<file path="config.mk">
export PLATFORM = sky130hd
export DESIGN_NAME = four_digit_seven_segment_driver_core_flat
export DESIGN_NICKNAME = d
export VERILOG_FILES = /design/src/sv/ssd_pkg.sv /design/src/sv/ssd_in_if.sv /design/src/sv/ssd_out_if.sv /design/src/sv/ssd_decode.sv /design/src/sv/ssd_store.sv /design/src/sv/four_digit_seven_segment_driver_core.sv /design/src/flat_wrapper.sv
export SDC_FILE = /design/constraint.sdc
export NUM_CORES = 1
export LEC_CHECK = 0
export BUFFER_PORTS_ARGS = -buffer_cell sky130_fd_sc_hd__buf_2
export CAP_MARGIN = 0
export CORE_MARGIN = 2
export CORE_UTILIZATION = 65
export DETAILED_ROUTE_END_ITERATION = 6
export PLACE_DENSITY = 0.83
export SETUP_SLACK_MARGIN = 0.4
export SLEW_MARGIN = 25
export SYNTH_ARGS = -nofsm -noshare
export SYNTH_HDL_FRONTEND = slang
export SYNTH_SLANG_ARGS = --single-unit
</file>
<file path="constraint.sdc">
create_clock -name clk_i -period 11.8 [get_ports clk_i]
set_input_delay 1.77 -clock clk_i [delete_from_list [all_inputs] [get_ports clk_i]]
set_output_delay 1.77 -clock clk_i [all_outputs]
set_load 0.005 [all_outputs]
</file>
<file path="src/sv/ssd_pkg.sv">
// ssd_pkg: shared types, constants and lookup functions for the
// four-digit seven-segment display driver; no dependencies
package ssd_pkg;

  localparam int unsigned NumDigits = 4;
  localparam int unsigned PtrW      = 2;

  typedef logic [7:0] seg_t;

  typedef enum logic [2:0] {
    OP_NUMBER = 3'd0,
    OP_DIGIT  = 3'd1,
    OP_BLANK  = 3'd2,
    OP_DASH   = 3'd3,
    OP_SCAN   = 3'd4
  } op_e;

  localparam seg_t SegBlank = 8'hFF;
  localparam seg_t SegDash  = 8'hBF;

  // store update produced by the decoder
  typedef struct packed {
    logic [NumDigits-1:0]       wr_en;
    seg_t [NumDigits-1:0]       pat;
    logic                       scan;
  } wr_t;

  function automatic seg_t digit_seg(input logic [3:0] d);
    seg_t s;
    unique case (d)
      4'd0:    s = 8'hC0;
      4'd1:    s = 8'hF9;
      4'd2:    s = 8'hA4;
      4'd3:    s = 8'hB0;
      4'd4:    s = 8'h99;
      4'd5:    s = 8'h92;
      4'd6:    s = 8'h82;
      4'd7:    s = 8'hF8;
      4'd8:    s = 8'h80;
      4'd9:    s = 8'h90;
      default: s = SegBlank;
    endcase
    return s;
  endfunction

  function automatic logic [7:0] digit_select(input logic [PtrW-1:0] idx);
    logic [7:0] s;
    unique case (idx)
      2'd0:    s = 8'hF1;
      2'd1:    s = 8'hF2;
      2'd2:    s = 8'hF4;
      default: s = 8'hF8;
    endcase
    return s;
  endfunction

endpackage

</file>
<file path="src/sv/ssd_in_if.sv">
// ssd_in_if: command channel of the display driver
// depends on nothing
interface ssd_in_if;
  logic               valid;
  logic               ready;
  logic [2:0]         opcode;
  logic signed [15:0] number;
  logic [2:0]         digit_position;
  logic [3:0]         digit_value;

  modport source (output valid, opcode, number, digit_position, digit_value,
                  input ready);
  modport sink   (input valid, opcode, number, digit_position, digit_value,
                  output ready);
endinterface

</file>
<file path="src/sv/ssd_out_if.sv">
// ssd_out_if: result channel of the display driver
// depends on nothing
interface ssd_out_if;
  logic       valid;
  logic       ready;
  logic       frame_valid;
  logic [7:0] segment_byte;
  logic [7:0] select_byte;
  logic [1:0] scanned_digit;

  modport source (output valid, frame_valid, segment_byte, select_byte,
                  scanned_digit, input ready);
  modport sink   (input valid, frame_valid, segment_byte, select_byte,
                  scanned_digit, output ready);
endinterface

</file>
<file path="src/sv/ssd_decode.sv">
// ssd_decode: turns one registered command into a digit store update
// depends on ssd_pkg
module ssd_decode (
  input  logic               fire_i,
  input  logic [2:0]         opcode_i,
  input  logic signed [15:0] number_i,
  input  logic [2:0]         digit_position_i,
  input  logic [3:0]         digit_value_i,
  output ssd_pkg::wr_t       wr_o
);

  logic        neg;
  logic        out_of_range;
  logic [15:0] num_abs;
  logic [13:0] mag;
  logic [27:0] prod_k;
  logic [27:0] prod_h;
  logic [27:0] prod_t;
  logic [3:0]  q_k;
  logic [6:0]  q_h;
  logic [9:0]  q_t;
  logic [6:0]  rem_h;
  logic [9:0]  rem_t;
  logic [13:0] rem_u;
  ssd_pkg::seg_t [ssd_pkg::NumDigits-1:0] num_pat;
  logic [3:0]  single_val;
  logic [1:0]  single_idx;
  logic        pos_ok;

  // decimal split by reciprocal multiplication, exact for magnitudes below 10000
  always_comb begin
    neg          = number_i[15];
    out_of_range = (number_i > 16'sd9999) || (number_i < -16'sd999);
    num_abs      = neg ? (~number_i + 16'd1) : number_i;
    mag          = num_abs[13:0];
    prod_k       = {14'd0, mag} * 28'd8389;
    prod_h       = {14'd0, mag} * 28'd5243;
    prod_t       = {14'd0, mag} * 28'd6554;
    q_k          = prod_k[26:23];
    q_h          = prod_h[25:19];
    q_t          = prod_t[25:16];
    rem_h        = q_h - 7'(q_k * 4'd10);
    rem_t        = q_t - 10'(q_h * 7'd10);
    rem_u        = mag - 14'(q_t * 10'd10);

    if (neg) begin
      num_pat[0] = ssd_pkg::SegDash;
    end else if (mag > 14'd999) begin
      num_pat[0] = ssd_pkg::digit_seg(q_k);
    end else begin
      num_pat[0] = ssd_pkg::SegBlank;
    end
    num_pat[1] = (mag > 14'd99) ? ssd_pkg::digit_seg(rem_h[3:0]) : ssd_pkg::SegBlank;
    num_pat[2] = (mag > 14'd9)  ? ssd_pkg::digit_seg(rem_t[3:0]) : ssd_pkg::SegBlank;
    num_pat[3] = ssd_pkg::digit_seg(rem_u[3:0]);
  end

  always_comb begin
    single_val = (digit_value_i > 4'd9) ? (digit_value_i - 4'd10) : digit_value_i;
    pos_ok     = (digit_position_i >= 3'd1) && (digit_position_i <= 3'd4);
    single_idx = 2'(3'd4 - digit_position_i);
  end

  always_comb begin
    wr_o.wr_en = '0;
    wr_o.pat   = '0;
    wr_o.scan  = 1'b0;
    if (fire_i) begin
      unique case (opcode_i)
        ssd_pkg::OP_NUMBER: begin
          wr_o.wr_en = '1;
          if (out_of_range) begin
            wr_o.pat = {ssd_pkg::NumDigits{ssd_pkg::SegDash}};
          end else begin
            wr_o.pat = num_pat;
          end
        end
        ssd_pkg::OP_DIGIT: begin
          if (pos_ok) begin
            wr_o.wr_en[single_idx] = 1'b1;
            wr_o.pat = {ssd_pkg::NumDigits{ssd_pkg::digit_seg(single_val)}};
          end else begin
            wr_o.wr_en = '1;
            wr_o.pat   = {ssd_pkg::NumDigits{ssd_pkg::SegDash}};
          end
        end
        ssd_pkg::OP_BLANK: begin
          wr_o.wr_en = '1;
          wr_o.pat   = {ssd_pkg::NumDigits{ssd_pkg::SegBlank}};
        end
        ssd_pkg::OP_DASH: begin
          wr_o.wr_en = '1;
          wr_o.pat   = {ssd_pkg::NumDigits{ssd_pkg::SegDash}};
        end
        ssd_pkg::OP_SCAN: begin
          wr_o.scan = 1'b1;
        end
        default: begin
          wr_o.scan = 1'b0;
        end
      endcase
    end
  end

endmodule

</file>
<file path="src/sv/ssd_store.sv">
// ssd_store: four digit pattern registers and the scan pointer
// depends on ssd_pkg
module ssd_store (
  input  logic                        clk_i,
  input  logic                        rst_ni,
  input  ssd_pkg::wr_t                wr_i,
  output ssd_pkg::seg_t               scan_pat_o,
  output logic [ssd_pkg::PtrW-1:0]    scan_ptr_o
);

  ssd_pkg::seg_t [ssd_pkg::NumDigits-1:0] pat_q;
  logic [ssd_pkg::PtrW-1:0]               ptr_q;

  always_ff @(posedge clk_i or negedge rst_ni) begin
    if (!rst_ni) begin
      pat_q <= {ssd_pkg::NumDigits{ssd_pkg::SegBlank}};
      ptr_q <= '0;
    end else begin
      for (int i = 0; i < ssd_pkg::NumDigits; i++) begin
        if (wr_i.wr_en[i]) begin
          pat_q[i] <= wr_i.pat[i];
        end
      end
      if (wr_i.scan) begin
        ptr_q <= ptr_q + 1'b1;
      end
    end
  end

  assign scan_pat_o = pat_q[ptr_q];
  assign scan_ptr_o = ptr_q;

endmodule

</file>
<file path="src/sv/four_digit_seven_segment_driver_core.sv">
// four_digit_seven_segment_driver_core: top level of the display driver
// depends on ssd_pkg, ssd_in_if, ssd_out_if, ssd_decode, ssd_store
//
// usage:
//   in_i carries one command per transfer: write a number, set one digit,
//   blank all, dash all, or a scan tick. out_o returns exactly one result
//   per command; only a scan tick sets frame_valid and carries the segment
//   byte, select byte and index of the digit under the scan pointer, other
//   results carry zeros.
//   a command is held in an input register, then decoded combinationally
//   (decimal split by constant reciprocals, segment table) into the digit
//   store and the result register. throughput is one command per cycle
//   while out_o is not stalled.
//   while out_o is stalled the input register still takes one more command,
//   then in_i.ready drops until the result is taken.
//   reset blanks all digits, clears the scan pointer and empties both
//   registers.
module four_digit_seven_segment_driver_core (
  input  logic clk_i,
  input  logic rst_ni,
  ssd_in_if.sink    in_i,
  ssd_out_if.source out_o
);

  logic               s1_valid_q;
  logic [2:0]         s1_opcode_q;
  logic signed [15:0] s1_number_q;
  logic [2:0]         s1_pos_q;
  logic [3:0]         s1_val_q;

  logic               out_valid_q;
  logic               frame_q;
  logic [7:0]         seg_q;
  logic [7:0]         sel_q;
  logic [1:0]         dig_q;

  logic               advance;
  logic               fire;
  ssd_pkg::wr_t       wr;
  ssd_pkg::seg_t      scan_pat;
  logic [ssd_pkg::PtrW-1:0] scan_ptr;

  assign advance    = !out_valid_q || out_o.ready;
  assign fire       = s1_valid_q && advance;
  assign in_i.ready = !s1_valid_q || advance;

  // input register
  always_ff @(posedge clk_i or negedge rst_ni) begin
    if (!rst_ni) begin
      s1_valid_q <= 1'b0;
    end else if (in_i.ready) begin
      s1_valid_q <= in_i.valid;
    end
  end

  always_ff @(posedge clk_i) begin
    if (in_i.ready && in_i.valid) begin
      s1_opcode_q <= in_i.opcode;
      s1_number_q <= in_i.number;
      s1_pos_q    <= in_i.digit_position;
      s1_val_q    <= in_i.digit_value;
    end
  end

  ssd_decode u_decode (
    .fire_i           (fire),
    .opcode_i         (s1_opcode_q),
    .number_i         (s1_number_q),
    .digit_position_i (s1_pos_q),
    .digit_value_i    (s1_val_q),
    .wr_o             (wr)
  );

  ssd_store u_store (
    .clk_i      (clk_i),
    .rst_ni     (rst_ni),
    .wr_i       (wr),
    .scan_pat_o (scan_pat),
    .scan_ptr_o (scan_ptr)
  );

  // result register
  always_ff @(posedge clk_i or negedge rst_ni) begin
    if (!rst_ni) begin
      out_valid_q <= 1'b0;
    end else if (advance) begin
      out_valid_q <= s1_valid_q;
    end
  end

  always_ff @(posedge clk_i) begin
    if (fire) begin
      frame_q <= wr.scan;
      seg_q   <= wr.scan ? scan_pat : 8'h00;
      sel_q   <= wr.scan ? ssd_pkg::digit_select(scan_ptr) : 8'h00;
      dig_q   <= wr.scan ? scan_ptr : 2'd0;
    end
  end

  assign out_o.valid         = out_valid_q;
  assign out_o.frame_valid   = frame_q;
  assign out_o.segment_byte  = seg_q;
  assign out_o.select_byte   = sel_q;
  assign out_o.scanned_digit = dig_q;

endmodule
</file>
<file path="src/flat_wrapper.sv">
// flat-port wrapper written by rule: the top's interface ports become plain ports
module four_digit_seven_segment_driver_core_flat 
  (clk_i, rst_ni, in_i_valid, in_i_opcode, in_i_number, in_i_digit_position, in_i_digit_value, in_i_ready, out_o_valid, out_o_frame_valid, out_o_segment_byte, out_o_select_byte, out_o_scanned_digit, out_o_ready);
  ssd_in_if in_i_i ();
  ssd_out_if out_o_i ();
  input  logic clk_i;
  input  logic rst_ni;
  input wire logic [$bits(in_i_i.valid)-1:0] in_i_valid;
  input wire logic [$bits(in_i_i.opcode)-1:0] in_i_opcode;
  input wire logic [$bits(in_i_i.number)-1:0] in_i_number;
  input wire logic [$bits(in_i_i.digit_position)-1:0] in_i_digit_position;
  input wire logic [$bits(in_i_i.digit_value)-1:0] in_i_digit_value;
  output wire logic [$bits(in_i_i.ready)-1:0] in_i_ready;
  output wire logic [$bits(out_o_i.valid)-1:0] out_o_valid;
  output wire logic [$bits(out_o_i.frame_valid)-1:0] out_o_frame_valid;
  output wire logic [$bits(out_o_i.segment_byte)-1:0] out_o_segment_byte;
  output wire logic [$bits(out_o_i.select_byte)-1:0] out_o_select_byte;
  output wire logic [$bits(out_o_i.scanned_digit)-1:0] out_o_scanned_digit;
  input wire logic [$bits(out_o_i.ready)-1:0] out_o_ready;
  assign in_i_i.valid = in_i_valid;
  assign in_i_i.opcode = in_i_opcode;
  assign in_i_i.number = in_i_number;
  assign in_i_i.digit_position = in_i_digit_position;
  assign in_i_i.digit_value = in_i_digit_value;
  assign in_i_ready = in_i_i.ready;
  assign out_o_valid = out_o_i.valid;
  assign out_o_frame_valid = out_o_i.frame_valid;
  assign out_o_segment_byte = out_o_i.segment_byte;
  assign out_o_select_byte = out_o_i.select_byte;
  assign out_o_scanned_digit = out_o_i.scanned_digit;
  assign out_o_i.ready = out_o_ready;
  four_digit_seven_segment_driver_core u_core (.clk_i(clk_i), .rst_ni(rst_ni), .in_i(in_i_i), .out_o(out_o_i));
endmodule
</file>
==> metrics.md <==
| Metric | Value |
|---|---|
| Status | finished clean |
| Post-DRT Antenna Nets | 0 |
| Final Hold Vio Count | 0 |
| Syn_area_per_cell | 9.73 um^2 |
| Clk sink count | 78 |
| Final period util | 0.893 |
| Placed cell area | between 10000 and 15000 um^2 |
| Buffers and inverters on the worst path | 5 |
| GRT Resource Usage Total | 0.316 |
| Reg area | 2200 um^2 |
| Worst Setup End Kind | flip-flop |
| M2 GR Usage | 0.520 |
| Via count | between 9000 and 10000 |
| Port-buffer cells | 50 |
| CTS tree | done |
| Count leader, synth | inv_1 |
| Slowest-stage cell, CP | edfxtp_1 |
| RSZ-0062 raised after global routing | no |
| Cell count after synthesis | about 1300 |
| Detailed-route DRC error count | 0 |
| Clk Tree Root Cell | clkbuf_16 |
| Syn Nets | ~1700 |
| CP Class | reg -> reg |
| Dpl hpwl | between 20000 and 30000 um |
| Number of flops mapped to enable cells by yosys | 42 |
| Critical path's top delay family | adder cells |
| Post-CTS Setup Bufs | 0 |
| Core footprint | 18600 um^2 |
| Setup_tns | 0 ps |
| Floorplan row count | 50 |
| Largest net degree at the start of global routing | 37 |
| Worst-Skew Late Latency | 340 ps |
| Grt total ovfl | 0 |
| Initial Util | 0.659 |
| M1 GR Usage | 0.394 |
| Die Ht | 142 um |
| Clk_skew | 8.82 ps |
| H-tree levels | 3 |
| Worst setup SP type | flip-flop |
| Initial antenna violation count | 0 |
| Fill count | 1328 |
| Number of global-route vias before repair | 9721 |
| FFs w/ async S/R, synth | 0.462 |
| Wire per inst | about 20 um |
| Layout cell share with drive strength beyond 1 | 0.105 |
| Slew Viols, Final | 0 |
| Minimum clock period | 10540 ps |
| Dominant cells by area after synthesis | ha_1, fa_1, edfxtp_1 |
| Die area | 20000 um^2 |
| Post-Syn Area | 12300 um^2 |
| Max Fclk | 0.0949 GHz |
| Hold-fix buffers, CTS | 0 |
| Relative slew slack | 0.335 |
| Critical path arrival | around 11000 ps |
| Primary FF master, synth | edfxtp_1 |
| Area grow syn2layout | 6.78% |
| DR vias/cell | 6.01 |
| PostCTS Resize Cnt | 0 |
| First-pass GRT wire length | around 49000 um |
| Ports | 51 |
| Clk buf depth | 2 |
| CP peak stage delay | between 700 and 800 ps |
| Slew at the pin with the worst max-slew slack | 990 ps |
| Iter 0 DRT Violations | 838 |
| GR peak layer | met2 |
| Crit path max fanout | 15 |
| GPL Wtd Cong | 0.999 |
| Synthesized flop and latch total | 78 |
| YS warnings | 0 |
| Total CTS buffers | 9 |
| Multi-input gate area | 8940 um^2 |
| Clock slew at reported path FFs | 70 ps |
| Die width | 142 um |
| Drt pass-1 iters | 6 |
| List of most frequent post-synthesis cells | inv_1, ha_1, fa_1, nor2_1, nand2_1 |
| Setup violations, final | 0 |
| Yosys top cell area share | 0.243 |
| Ant. Diodes | 0 |
| Met3 Usage GRT | 0.0817 |
| # nets final | 1710 |
| Seq/Total Area, Yosys | 0.179 |
| Area leader, netlist | ha_1 |
| Final WL | 30200 um |
| Max cap viols | 0 |
| Yosys cell types | 75 |
| Fin area | approximately 13000 um^2 |
| Hold crit path type | reg -> reg |
| WP data required | 12050 ps |
cells by family after synthesis:
kind of cell | synth area share
buffers and inverters | 0.0952
multiplexers | 0.0213
AO/OA/AOI/OAI | 0.118
adder cells (fa/ha/maj) | 0.448
flip-flops | 0.179
AND/OR/NAND/NOR | 0.0910
XOR/XNOR | 0.0470
registers in the layout (all words and copies together), names as in the netlist:
signal	flops
u_core.out_o.select_byte	5
u_core.u_store.scan_ptr_o	2
u_core.out_o.frame_valid	1
u_core.out_o.valid	1
u_core.u_store.pat_q	32
u_core.s1_opcode_q	3
u_core.s1_valid_q	1
u_core.s1_val_q	4
u_core.out_o.segment_byte	8
u_core.s1_pos_q	3
u_core.s1_number_q	16
u_core.out_o.scanned_digit	2
routing by layer:
layer / share of wire / up-vias
li1: - / 4309
met1: 0.39 / 4459
met2: 0.47 / 445
met3: 0.090 / 124
met4: 0.051 / 0
met5: 0 / -
through the flow:
| stage | cells | hold WS, ps | util | setup WS (ps) |
|---|---|---|---|---|
| global route | 1554 | 502 | 0.704 | 711 |
| floorplan | 1264 | 440 | - | 3050 |
| CTS | 1554 | 477 | 0.704 | 1480 |
| detailed placement | 1538 | 467 | 0.688 | 1490 |
| global placement | 1538 | 451 | 0.688 | 2100 |
| finish | 1554 | 478 | 0.704 | 1260 |
tightest hold or removal path, cell delays in order, from the launching register on:
cell and delay, ps:
dfstp_2 370, nand2_1 40, o21ai_1 60
cell usage in the layout (no fill, tap or decap), types with 4 or more instances in the layout:
master | netlist | layout
nand3b_1 | 4 | 4
inv_1 | 283 | 283
o21ai_1 | 15 | 16
mux2i_1 | 7 | 7
fa_1 | 126 | 126
a31oi_1 | 19 | 19
o31ai_1 | 8 | 7
nand2_1 | 57 | 57
xor2_1 | 10 | 10
ha_1 | 239 | 239
nand4_1 | 7 | 7
clkbuf_16 | 0 | 9
dfrtp_1 | 4 | 4
nand3_1 | 22 | 22
nor2b_1 | 5 | 5
a21oi_1 | 52 | 52
o21ai_0 | 27 | 26
xnor2_1 | 39 | 39
buf_4 | 3 | 11
o22ai_1 | 17 | 17
mux4_2 | 8 | 8
or3_4 | 4 | 4
and2_1 | 22 | 21
nor2_1 | 61 | 61
nand2b_1 | 17 | 17
o211ai_1 | 5 | 5
buf_2 | 1 | 50
nor3_1 | 10 | 10
edfxtp_1 | 42 | 42
o21a_1 | 9 | 9
dfstp_2 | 32 | 32
a21o_1 | 20 | 20
or3_1 | 5 | 5
final cells by class:
class | instances | area share
multi-input combinational | 881 | 0.681
sequential | 78 | 0.168
inverter | 284 | 0.0816
timing repair buffer | 61 | 0.0254
tap | 234 | 0.0223
clock buffer | 9 | 0.0172
clock inverter | 7 | 0.00505
worst paths after layout:
kind | start | endpoint | slack, ps | cells past startpoint
max in group asynchronous | rst_ni | u_core.out_o.valid | 9810 | 1
setup / recovery | u_core.s1_number_q[0] | u_core.u_store.pat_q[19] | 1260 | 34
hold reg to reg | u_core.u_store.pat_q[3] | u_core.u_store.pat_q[3] | 480 | 2
setup reg to reg | u_core.s1_number_q[0] | u_core.u_store.pat_q[19] | 1260 | 34
min in group asynchronous | rst_ni | u_core.s1_valid_q | 1500 | 1
hold / removal | u_core.u_store.pat_q[3] | u_core.u_store.pat_q[3] | 480 | 2
Power is not shown: default switching activity piles up to over one toggle a cycle in this logic, so the estimate is an artifact.
